**src/hw/rtl/rgb_to_ycbcr_chroma_subsampler_top_assert.svh**
```systemverilog
// assertion macros for the rgb to ycbcr chroma subsampler
`ifndef RGB_TO_YCBCR_CHROMA_SUBSAMPLER_TOP_ASSERT_SVH
`define RGB_TO_YCBCR_CHROMA_SUBSAMPLER_TOP_ASSERT_SVH

`ifndef ASSERT_OFF
// property checked at every rising clock edge outside reset
`define RYC_ASSERT(lbl, clk, rst, prop, msg) \
  lbl: assert property (@(posedge clk) disable iff (rst) prop) else $error(msg);
// property checked at every rising clock edge, reset included
`define RYC_ASSERT_ALWAYS(lbl, clk, prop, msg) \
  lbl: assert property (@(posedge clk) prop) else $error(msg);
`else
`define RYC_ASSERT(lbl, clk, rst, prop, msg)
`define RYC_ASSERT_ALWAYS(lbl, clk, prop, msg)
`endif

`endif

```
**src/hw/rtl/ryc_pkg.sv**
```systemverilog
// shared constants and helpers for the rgb to ycbcr chroma subsampler
`default_nettype none

package ryc_pkg;

  // field widths
  localparam int PIX_W    = 24;
  localparam int NPIX     = 4;
  localparam int LUMA_W   = 8;
  localparam int CHROMA_W = 9;
  localparam int MODE_W   = 2;

  // subsample mode codes
  localparam logic [MODE_W-1:0] MODE_444 = 2'd0;
  localparam logic [MODE_W-1:0] MODE_422 = 2'd1;
  localparam logic [MODE_W-1:0] MODE_420 = 2'd2;

  // bt.601 luma coefficients, 8 fractional bits
  localparam logic [15:0] Y_R   = 16'd77;
  localparam logic [15:0] Y_G   = 16'd150;
  localparam logic [15:0] Y_B   = 16'd29;
  localparam logic [15:0] Y_RND = 16'd128;

  // bt.601 chroma coefficients, 8 fractional bits
  localparam logic signed [17:0] CB_R  = -18'sd43;
  localparam logic signed [17:0] CB_G  = -18'sd85;
  localparam logic signed [17:0] CB_B  = 18'sd128;
  localparam logic signed [17:0] CR_R  = 18'sd128;
  localparam logic signed [17:0] CR_G  = -18'sd107;
  localparam logic signed [17:0] CR_B  = -18'sd21;
  localparam logic signed [17:0] C_RND = 18'sd128;

  // reciprocal of three, 11 fractional bits, exact for values below 2048
  localparam logic [9:0] RECIP3 = 10'd683;

  // pixels covered by each mode; the spare code acts as 4:2:0
  function automatic logic [NPIX-1:0] used_mask(input logic [MODE_W-1:0] mode);
    logic [NPIX-1:0] m;
    unique case (mode)
      MODE_444: m = 4'b0001;
      MODE_422: m = 4'b0011;
      default:  m = 4'b1111;
    endcase
    return m;
  endfunction

endpackage

`default_nettype wire

```
**src/hw/rtl/rgb_group_if.sv**
```systemverilog
// input channel: one group of up to four rgb888 pixels with its valid mask
`default_nettype none

interface rgb_group_if;
  logic                        valid;
  logic                        ready;
  logic [ryc_pkg::PIX_W-1:0]   pixel_top_left;
  logic [ryc_pkg::PIX_W-1:0]   pixel_top_right;
  logic [ryc_pkg::PIX_W-1:0]   pixel_bottom_left;
  logic [ryc_pkg::PIX_W-1:0]   pixel_bottom_right;
  logic [ryc_pkg::NPIX-1:0]    pixel_valid;

  modport source (
    output valid, pixel_top_left, pixel_top_right, pixel_bottom_left,
           pixel_bottom_right, pixel_valid,
    input  ready
  );
  modport sink (
    input  valid, pixel_top_left, pixel_top_right, pixel_bottom_left,
           pixel_bottom_right, pixel_valid,
    output ready
  );
endinterface

`default_nettype wire

```
**src/hw/rtl/ycc_result_if.sv**
```systemverilog
// output channel: four luma samples and one averaged chroma pair
`default_nettype none

interface ycc_result_if;
  logic                                valid;
  logic                                ready;
  logic signed [ryc_pkg::LUMA_W-1:0]   luma_top_left;
  logic signed [ryc_pkg::LUMA_W-1:0]   luma_top_right;
  logic signed [ryc_pkg::LUMA_W-1:0]   luma_bottom_left;
  logic signed [ryc_pkg::LUMA_W-1:0]   luma_bottom_right;
  logic signed [ryc_pkg::CHROMA_W-1:0] chroma_blue;
  logic signed [ryc_pkg::CHROMA_W-1:0] chroma_red;

  modport source (
    output valid, luma_top_left, luma_top_right, luma_bottom_left,
           luma_bottom_right, chroma_blue, chroma_red,
    input  ready
  );
  modport sink (
    input  valid, luma_top_left, luma_top_right, luma_bottom_left,
           luma_bottom_right, chroma_blue, chroma_red,
    output ready
  );
endinterface

`default_nettype wire

```
**src/hw/rtl/rgb_to_ycbcr_chroma_subsampler_top.sv**
```systemverilog
// top level: pipelined bt.601 rgb to ycbcr converter with chroma averaging
//
// channel   dir  handshake      payload
// in_ch     in   valid/ready    four rgb888 pixels, 4-bit pixel mask
// out_ch    out  valid/ready    four 8-bit lumas, 9-bit cb and cr
// cfg       in   cfg_we         2-bit subsample mode, no read-back
//
// one item per cycle unless out_ch stalls; out_ch.valid is ov, fed through v1 to v4
// stages: input reg, per-pixel convert, chroma sum, rounding, divide/output reg
// each stage loads when it is empty or the stage after it moves on
// a stalled output holds its item; earlier stages keep filling until full
// rst is synchronous and clears the stage valids; mode resets to 4:2:0
`default_nettype none

`include "rgb_to_ycbcr_chroma_subsampler_top_assert.svh"

module rgb_to_ycbcr_chroma_subsampler_top (
  input  wire logic                       clk,
  input  wire logic                       rst,
  rgb_group_if.sink                       in_ch,
  ycc_result_if.source                    out_ch,
  input  wire logic                       cfg_we,
  input  wire logic [ryc_pkg::MODE_W-1:0] cfg_wdata
);

  localparam int N = ryc_pkg::NPIX;

  // configuration register
  logic [ryc_pkg::MODE_W-1:0] mode;

  always_ff @(posedge clk) begin
    if (rst) begin
      mode <= ryc_pkg::MODE_420;
    end else if (cfg_we) begin
      mode <= cfg_wdata;
    end
  end

  // stage valids and load enables
  logic v1, v2, v3, v4, ov;
  logic en1, en2, en3, en4, en5;

  assign en5 = !ov || out_ch.ready;
  assign en4 = !v4 || en5;
  assign en3 = !v3 || en4;
  assign en2 = !v2 || en3;
  assign en1 = !v1 || en2;
  assign in_ch.ready = en1;

  always_ff @(posedge clk) begin
    if (rst) begin
      v1 <= 1'b0;
      v2 <= 1'b0;
      v3 <= 1'b0;
      v4 <= 1'b0;
      ov <= 1'b0;
    end else begin
      if (en1) v1 <= in_ch.valid;
      if (en2) v2 <= v1;
      if (en3) v3 <= v2;
      if (en4) v4 <= v3;
      if (en5) ov <= v4;
    end
  end

  // stage 1: capture pixels and mask out pixels the mode does not cover
  logic [ryc_pkg::PIX_W-1:0] px1 [N];
  logic [N-1:0]              mask1;

  always_ff @(posedge clk) begin
    if (en1) begin
      px1[0] <= in_ch.pixel_top_left;
      px1[1] <= in_ch.pixel_top_right;
      px1[2] <= in_ch.pixel_bottom_left;
      px1[3] <= in_ch.pixel_bottom_right;
      mask1  <= in_ch.pixel_valid & ryc_pkg::used_mask(mode);
    end
  end

  // stage 2: per-pixel luma and chroma
  logic [15:0]                         ysum  [N];
  logic signed [17:0]                  cbv   [N];
  logic signed [17:0]                  crv   [N];
  logic signed [ryc_pkg::LUMA_W-1:0]   luma_c[N];
  logic signed [ryc_pkg::LUMA_W-1:0]   luma2 [N];
  logic signed [ryc_pkg::CHROMA_W-1:0] cb2   [N];
  logic signed [ryc_pkg::CHROMA_W-1:0] cr2   [N];
  logic [N-1:0]                        mask2;

  always_comb begin
    for (int k = 0; k < N; k++) begin
      ysum[k] = {8'b0, px1[k][23:16]} * ryc_pkg::Y_R
              + {8'b0, px1[k][15:8]}  * ryc_pkg::Y_G
              + {8'b0, px1[k][7:0]}   * ryc_pkg::Y_B
              + ryc_pkg::Y_RND;
      cbv[k] = $signed({10'b0, px1[k][23:16]}) * ryc_pkg::CB_R
             + $signed({10'b0, px1[k][15:8]})  * ryc_pkg::CB_G
             + $signed({10'b0, px1[k][7:0]})   * ryc_pkg::CB_B
             + ryc_pkg::C_RND;
      crv[k] = $signed({10'b0, px1[k][23:16]}) * ryc_pkg::CR_R
             + $signed({10'b0, px1[k][15:8]})  * ryc_pkg::CR_G
             + $signed({10'b0, px1[k][7:0]})   * ryc_pkg::CR_B
             + ryc_pkg::C_RND;
      // minus 128 on the high byte is a flip of its top bit
      luma_c[k] = mask1[k] ? $signed({~ysum[k][15], ysum[k][14:8]})
                           : '0;
    end
  end

  always_ff @(posedge clk) begin
    if (en2) begin
      for (int k = 0; k < N; k++) begin
        luma2[k] <= luma_c[k];
        // floor divide by 256
        cb2[k]   <= cbv[k][16:8];
        cr2[k]   <= crv[k][16:8];
      end
      mask2 <= mask1;
    end
  end

  // stage 3: chroma sums and pixel count
  logic signed [10:0]                  cb_acc, cr_acc;
  logic signed [10:0]                  cb3, cr3;
  logic [2:0]                          cnt3;
  logic signed [ryc_pkg::LUMA_W-1:0]   luma3 [N];

  always_comb begin
    cb_acc = '0;
    cr_acc = '0;
    for (int k = 0; k < N; k++) begin
      if (mask2[k]) begin
        cb_acc = cb_acc + 11'(cb2[k]);
        cr_acc = cr_acc + 11'(cr2[k]);
      end
    end
  end

  always_ff @(posedge clk) begin
    if (en3) begin
      cb3   <= cb_acc;
      cr3   <= cr_acc;
      cnt3  <= 3'($countones(mask2));
      luma3 <= luma2;
    end
  end

  // stage 4: magnitude plus half the count, sign kept aside
  logic [9:0]                          cb_abs, cr_abs;
  logic [9:0]                          cb_mag4, cr_mag4;
  logic                                cb_neg4, cr_neg4;
  logic [2:0]                          cnt4;
  logic signed [ryc_pkg::LUMA_W-1:0]   luma4 [N];

  always_comb begin
    cb_abs = cb3[10] ? 10'(-cb3) : cb3[9:0];
    cr_abs = cr3[10] ? 10'(-cr3) : cr3[9:0];
  end

  always_ff @(posedge clk) begin
    if (en4) begin
      cb_mag4 <= (cnt3 == 3'd0) ? '0 : cb_abs + {8'b0, cnt3[2:1]};
      cr_mag4 <= (cnt3 == 3'd0) ? '0 : cr_abs + {8'b0, cnt3[2:1]};
      cb_neg4 <= cb3[10];
      cr_neg4 <= cr3[10];
      cnt4    <= cnt3;
      luma4   <= luma3;
    end
  end

  // stage 5: divide by the count (one to four) and restore the sign
  logic [19:0]                         cb_m3, cr_m3;
  logic [8:0]                          cb_q, cr_q;
  logic signed [ryc_pkg::CHROMA_W-1:0] cb_res, cr_res;

  assign cb_m3 = cb_mag4 * ryc_pkg::RECIP3;
  assign cr_m3 = cr_mag4 * ryc_pkg::RECIP3;

  always_comb begin
    case (cnt4)
      3'd1:    begin cb_q = cb_mag4[8:0];         cr_q = cr_mag4[8:0];         end
      3'd2:    begin cb_q = {1'b0, cb_mag4[9:2]} + 9'(cb_mag4[1]);
                     cr_q = {1'b0, cr_mag4[9:2]} + 9'(cr_mag4[1]);             end
      3'd3:    begin cb_q = cb_m3[19:11];         cr_q = cr_m3[19:11];         end
      3'd4:    begin cb_q = {2'b0, cb_mag4[9:3]} + 9'(cb_mag4[2]);
                     cr_q = {2'b0, cr_mag4[9:3]} + 9'(cr_mag4[2]);             end
      default: begin cb_q = '0;                   cr_q = '0;                   end
    endcase
  end

  // halving as mag>>1, quartering as mag>>2
  logic [8:0] cb_qq, cr_qq;
  always_comb begin
    cb_qq = cb_q;
    cr_qq = cr_q;
    if (cnt4 == 3'd2) begin
      cb_qq = cb_mag4[9:1];
      cr_qq = cr_mag4[9:1];
    end else if (cnt4 == 3'd4) begin
      cb_qq = {1'b0, cb_mag4[9:2]};
      cr_qq = {1'b0, cr_mag4[9:2]};
    end
    cb_res = cb_neg4 ? $signed(9'(-cb_qq)) : $signed(cb_qq);
    cr_res = cr_neg4 ? $signed(9'(-cr_qq)) : $signed(cr_qq);
  end

  always_ff @(posedge clk) begin
    if (en5) begin
      out_ch.luma_top_left     <= luma4[0];
      out_ch.luma_top_right    <= luma4[1];
      out_ch.luma_bottom_left  <= luma4[2];
      out_ch.luma_bottom_right <= luma4[3];
      out_ch.chroma_blue       <= cb_res;
      out_ch.chroma_red        <= cr_res;
    end
  end

  assign out_ch.valid = ov;

  // checks
  `RYC_ASSERT(a_cnt_matches_mask, clk, rst,
    (v2 && en3) |=> (cnt3 == 3'($countones($past(mask2)))), "pixel count lost its mask")
  `RYC_ASSERT(a_stall_holds_stage4, clk, rst,
    (v4 && !en4) |=> (v4 && $stable(cb_mag4) && $stable(cnt4)), "stalled item left stage 4")
  `RYC_ASSERT(a_empty_group_zero, clk, rst,
    (v4 && cnt4 == 3'd0) |-> (cb_mag4 == 10'd0 && cr_mag4 == 10'd0), "chroma without pixels")
  `RYC_ASSERT(a_chroma_range, clk, rst,
    ov |-> (out_ch.chroma_blue >= -9'sd127 && out_ch.chroma_red >= -9'sd127),
    "chroma average out of range")

endmodule

`default_nettype wire

```
**src/flat_wrapper.sv**
```systemverilog
// flat-port wrapper written by rule: the top's interface ports become plain ports
module rgb_to_ycbcr_chroma_subsampler_top_flat 
  (clk, rst, cfg_we, cfg_wdata, in_ch_valid, in_ch_pixel_top_left, in_ch_pixel_top_right, in_ch_pixel_bottom_left, in_ch_pixel_bottom_right, in_ch_pixel_valid, in_ch_ready, out_ch_valid, out_ch_luma_top_left, out_ch_luma_top_right, out_ch_luma_bottom_left, out_ch_luma_bottom_right, out_ch_chroma_blue, out_ch_chroma_red, out_ch_ready);
  rgb_group_if in_ch_i ();
  ycc_result_if out_ch_i ();
  input  wire logic clk;
  input  wire logic rst;
  input  wire logic cfg_we;
  input  wire logic [ryc_pkg::MODE_W-1:0] cfg_wdata;
  input wire logic [$bits(in_ch_i.valid)-1:0] in_ch_valid;
  input wire logic [$bits(in_ch_i.pixel_top_left)-1:0] in_ch_pixel_top_left;
  input wire logic [$bits(in_ch_i.pixel_top_right)-1:0] in_ch_pixel_top_right;
  input wire logic [$bits(in_ch_i.pixel_bottom_left)-1:0] in_ch_pixel_bottom_left;
  input wire logic [$bits(in_ch_i.pixel_bottom_right)-1:0] in_ch_pixel_bottom_right;
  input wire logic [$bits(in_ch_i.pixel_valid)-1:0] in_ch_pixel_valid;
  output wire logic [$bits(in_ch_i.ready)-1:0] in_ch_ready;
  output wire logic [$bits(out_ch_i.valid)-1:0] out_ch_valid;
  output wire logic [$bits(out_ch_i.luma_top_left)-1:0] out_ch_luma_top_left;
  output wire logic [$bits(out_ch_i.luma_top_right)-1:0] out_ch_luma_top_right;
  output wire logic [$bits(out_ch_i.luma_bottom_left)-1:0] out_ch_luma_bottom_left;
  output wire logic [$bits(out_ch_i.luma_bottom_right)-1:0] out_ch_luma_bottom_right;
  output wire logic [$bits(out_ch_i.chroma_blue)-1:0] out_ch_chroma_blue;
  output wire logic [$bits(out_ch_i.chroma_red)-1:0] out_ch_chroma_red;
  input wire logic [$bits(out_ch_i.ready)-1:0] out_ch_ready;
  assign in_ch_i.valid = in_ch_valid;
  assign in_ch_i.pixel_top_left = in_ch_pixel_top_left;
  assign in_ch_i.pixel_top_right = in_ch_pixel_top_right;
  assign in_ch_i.pixel_bottom_left = in_ch_pixel_bottom_left;
  assign in_ch_i.pixel_bottom_right = in_ch_pixel_bottom_right;
  assign in_ch_i.pixel_valid = in_ch_pixel_valid;
  assign in_ch_ready = in_ch_i.ready;
  assign out_ch_valid = out_ch_i.valid;
  assign out_ch_luma_top_left = out_ch_i.luma_top_left;
  assign out_ch_luma_top_right = out_ch_i.luma_top_right;
  assign out_ch_luma_bottom_left = out_ch_i.luma_bottom_left;
  assign out_ch_luma_bottom_right = out_ch_i.luma_bottom_right;
  assign out_ch_chroma_blue = out_ch_i.chroma_blue;
  assign out_ch_chroma_red = out_ch_i.chroma_red;
  assign out_ch_i.ready = out_ch_ready;
  rgb_to_ycbcr_chroma_subsampler_top u_core (.clk(clk), .rst(rst), .in_ch(in_ch_i), .out_ch(out_ch_i), .cfg_we(cfg_we), .cfg_wdata(cfg_wdata));
endmodule
```
**config.mk**
```make
export PLATFORM = sky130hd
export DESIGN_NAME = rgb_to_ycbcr_chroma_subsampler_top_flat
export DESIGN_NICKNAME = d
export VERILOG_FILES = /design/src/hw/rtl/ryc_pkg.sv /design/src/hw/rtl/rgb_group_if.sv /design/src/hw/rtl/ycc_result_if.sv /design/src/hw/rtl/rgb_to_ycbcr_chroma_subsampler_top.sv /design/src/flat_wrapper.sv
export VERILOG_INCLUDE_DIRS = /design/src /design/src/hw/rtl
export SDC_FILE = /design/constraint.sdc
export NUM_CORES = 2
export LEC_CHECK = 0
export BUFFER_PORTS_ARGS = -buffer_cell sky130_fd_sc_hd__buf_2
export CAP_MARGIN = 20
export CELL_PAD_IN_SITES_DETAIL_PLACEMENT = 0
export CELL_PAD_IN_SITES_GLOBAL_PLACEMENT = 1
export CORE_ASPECT_RATIO = 1.2
export CORE_MARGIN = 2
export CORE_UTILIZATION = 25
export CTS_CLUSTER_SIZE = 10
export DETAILED_ROUTE_END_ITERATION = 12
export PLACE_DENSITY_LB_ADDON = 0.3
export SKIP_CTS_REPAIR_TIMING = 1
export SLEW_MARGIN = 20
export SYNTH_ARGS = -nofsm -noshare
export SYNTH_HDL_FRONTEND = slang
export SYNTH_SLANG_ARGS = --single-unit
```
**constraint.sdc**
```tcl
create_clock -name clk -period 9.9 [get_ports clk]
set_clock_uncertainty 0.15 [all_clocks]
set_input_delay 1.98 -clock clk [delete_from_list [all_inputs] [get_ports clk]]
set_output_delay 1.98 -clock clk [all_outputs]
set_load 0.01 [all_outputs]
```
==> impl_metrics.toml <==
[run_status]
status = "complete, no violations"

[critical_path]
crit_top_cell = "ha_1"
critPathCaptureType = "register"
crit_family = "adder cells"
r2r_start = "u_core.px1[2][4]$_DFFE_PP_"
path_depth = 28
r2r_setup_slack_ns = 1.83
required_ns = 10.18
cpPeakStageDelay_ns = 0.67
crit_arrival_ns = 8.35
cp-start-kind = "register"
critPathMaxFanout = 7
rr_endpoint = "u_core.cr2[2][8]$_DFFE_PP_"
cpMaxStageDelayCell = "edfxtp_1"
rr_worst_depth = 28
path_buf_inv = 5
path_class = "register to register"

[sta]
finalCriticalPeriod_ns = 8.07
setup_tns_ns = 0
setup_viol = 0
relSlewSlack_pct = 32.0
fin_ws_ns = 1.83
fmax_mhz = 124
finalHoldViolations = 0
timing.final.crit_share_pct = 81.5
worst_pin_slew_ns = 1.02
rsz0062_at_grt = "false"
timing.final.max_slew_violations = 0

[global_route]
grt_most_used_layer = "met2"
grt_start_max_net_pins = 58
track_usage_pct = 12.6
use_met1_pct = 15.6
first_global_vias = 37200
overflow = 0
grtUsageMet2_pct = 22.9
use_met3_pct = 1.47
grt_pass1_wl_mm = 215
antenna_found_initial = 9

[detailed_routing]
drtPass1Iterations = 5
route.detailed.drc = 0
wl_per_cell_um = 16.6
antenna_left = 0
drt_iter0_markers = 1228
vias = 34400
viasPerCell = 4.18
drt_wl_total_mm = 137

[floorplanning]
fp.dieH_um = 515
core-area_um2 = 216000
dieArea_um2 = 221000
io_pins = 159
fp-row-count = 187
start_util_pct = 25.1
die_w_um = 429

[hold_path]
hp-class = "register to register"
hold_start = "u_core.luma4[8]$_DFFE_PP_"
min_path_cells = 0
worst_hold_path.endpoint = "u_core.out_ch.luma_bottom_left[0]$_DFFE_PP_"

[clocking]
cts_sinks = 379
cts_root_buf = "clkbuf_16"
clkTransAtPathRegs_ns = 0.06
clock_latency_ns = 0.69
htree_levels = 2
cts_tree = "done"
cts.path.max_buffers = 3
cts-buffers-inserted = 53

[synthesis]
ys_async_sr_fraction_pct = 0
syn_nets = 7117
yosysSeqAreaShare_pct = 20.8
syn_inst = 5156
synth_flop_cell = "edfxtp_1"
synth_warnings = 0
netlist_area_um2 = 54300
synth_edf_count = 372
avgSynthCellArea_um2 = 10.5
ys_ff_latch = 379
synth_cell_types = 68

[placed_design]
dpl_worst_slack_ns = 1.72
routabilityCongestion = 0.827
dp_hpwl_mm = 115
dp.cells = 8146
io_buffers = 158

[layout]
final_nets = 7327
layout.cells.non_filler = 8240
syn2layout_area_growth_pct = 11.3
nFillCells = 22900
seqCellArea_um2 = 11300
layout_commonest_cell = "inv_1"
layout_common_cells = "inv_1, ha_1, fa_1, edfxtp_1, xnor2_1"
drive_gt1_share_pct = 6.00
multi_input_area_um2 = 38000

[run]
drv_cap = 0
[synthesized netlist by cell type, types with 16 or more instances]
cell type	instances	area (µm²)
xor2_1	76	666
nand2_1	125	469
a21o_1	58	435
clkbuf_1	25	93.8
fa_1	605	12100
o21ai_0	111	556
and2_1	31	194
nand3_1	41	205
o21a_1	32	240
nor2b_1	39	244
nor2_1	171	642
mux2_2	31	349
and3_1	29	181
a21boi_0	23	173
or3_1	20	125
nor3_1	52	260
o21bai_1	46	345
xnor2_1	213	1870
inv_1	1314	4930
a31oi_1	27	169
nand2b_1	31	194
ha_1	1249	15600
o211ai_1	16	120
a21oi_1	206	1030
edfxtp_1	372	11200
[metal layers]
layer	up-vias	wire length (µm)
met5	-	37
met4	6	3810
met3	137	3280
met2	351	68600
met1	16600	61100
li1	17300	-
[final cells by class]
| cell class | count | share of cell area (%) |
|---|---|---|
| Inverter | 1314 | 8.16 |
| Clock buffer | 63 | 2.26 |
| Multi-Input combinational cell | 3436 | 62.8 |
| Sequential cell | 379 | 18.7 |
| Tap cell | 2835 | 5.87 |
| Clock inverter | 29 | 0.557 |
| Antenna cell | 2 | 0.00828 |
| Timing Repair Buffer | 182 | 1.61 |
[flip-flops by register name, indices dropped and copies added (netlist names), 9 cells and up]
signal                     cells
u_core.px1                    96
u_core.cb2                    36
u_core.cr2                    36
u_core.luma2                  32
u_core.luma3                  32
u_core.luma4                  32
u_core.cb3                    11
u_core.cr3                    11
u_core.cb_mag4                10
u_core.cr_mag4                10
u_core.out_ch.chroma_blue      9
u_core.out_ch.chroma_red       9
[cell families (layout without fill, tap and decap cells)]
kind of cell               Yosys count  in the layout  share of synthesized area, %
AOI/OAI and AO/OA                  634            634                          7.55
xor gates and xnor gates           291            291                          4.75
adders and majority gates         1854           1854                          51.1
buffers and inverters             1341           1588                          9.27
DFF                                379            379                          20.8
muxes                               41             41                         0.827
other                                0              2                             0
and+or+nand+nor                    616            616                          5.71
[stage by stage]
step | hold WS [ns] | instance area [µm²] | utilization [%]
after floorplan | 0.250 | 54300 | -
after global placement | 0.250 | 58800 | 27.2
after detailed placement | 0.255 | 58800 | 27.2
after CTS | 0.251 | 60500 | 28.0
after global routing | 0.268 | 60500 | 28.0
final | 0.249 | 60500 | 28.0
[worst max-delay path by stage]
stage / startpoint / end
3_3_place_gp: u_core.px1[2][4]$_DFFE_PP_ / u_core.cr2[2][8]$_DFFE_PP_
4_1_cts: u_core.px1[2][4]$_DFFE_PP_ / u_core.cr2[2][8]$_DFFE_PP_
6_report: u_core.px1[2][4]$_DFFE_PP_ / u_core.cr2[2][8]$_DFFE_PP_
5_1_grt: u_core.px1[2][4]$_DFFE_PP_ / u_core.cr2[2][8]$_DFFE_PP_
2_1_floorplan: u_core.px1[1][2]$_DFFE_PP_ / u_core.cr2[1][8]$_DFFE_PP_
3_5_place_dp: u_core.px1[2][4]$_DFFE_PP_ / u_core.cr2[2][8]$_DFFE_PP_
Power is left out: the tool's default activity adds up to more than one toggle a clock period on the data nets, which glitch-free logic cannot reach.
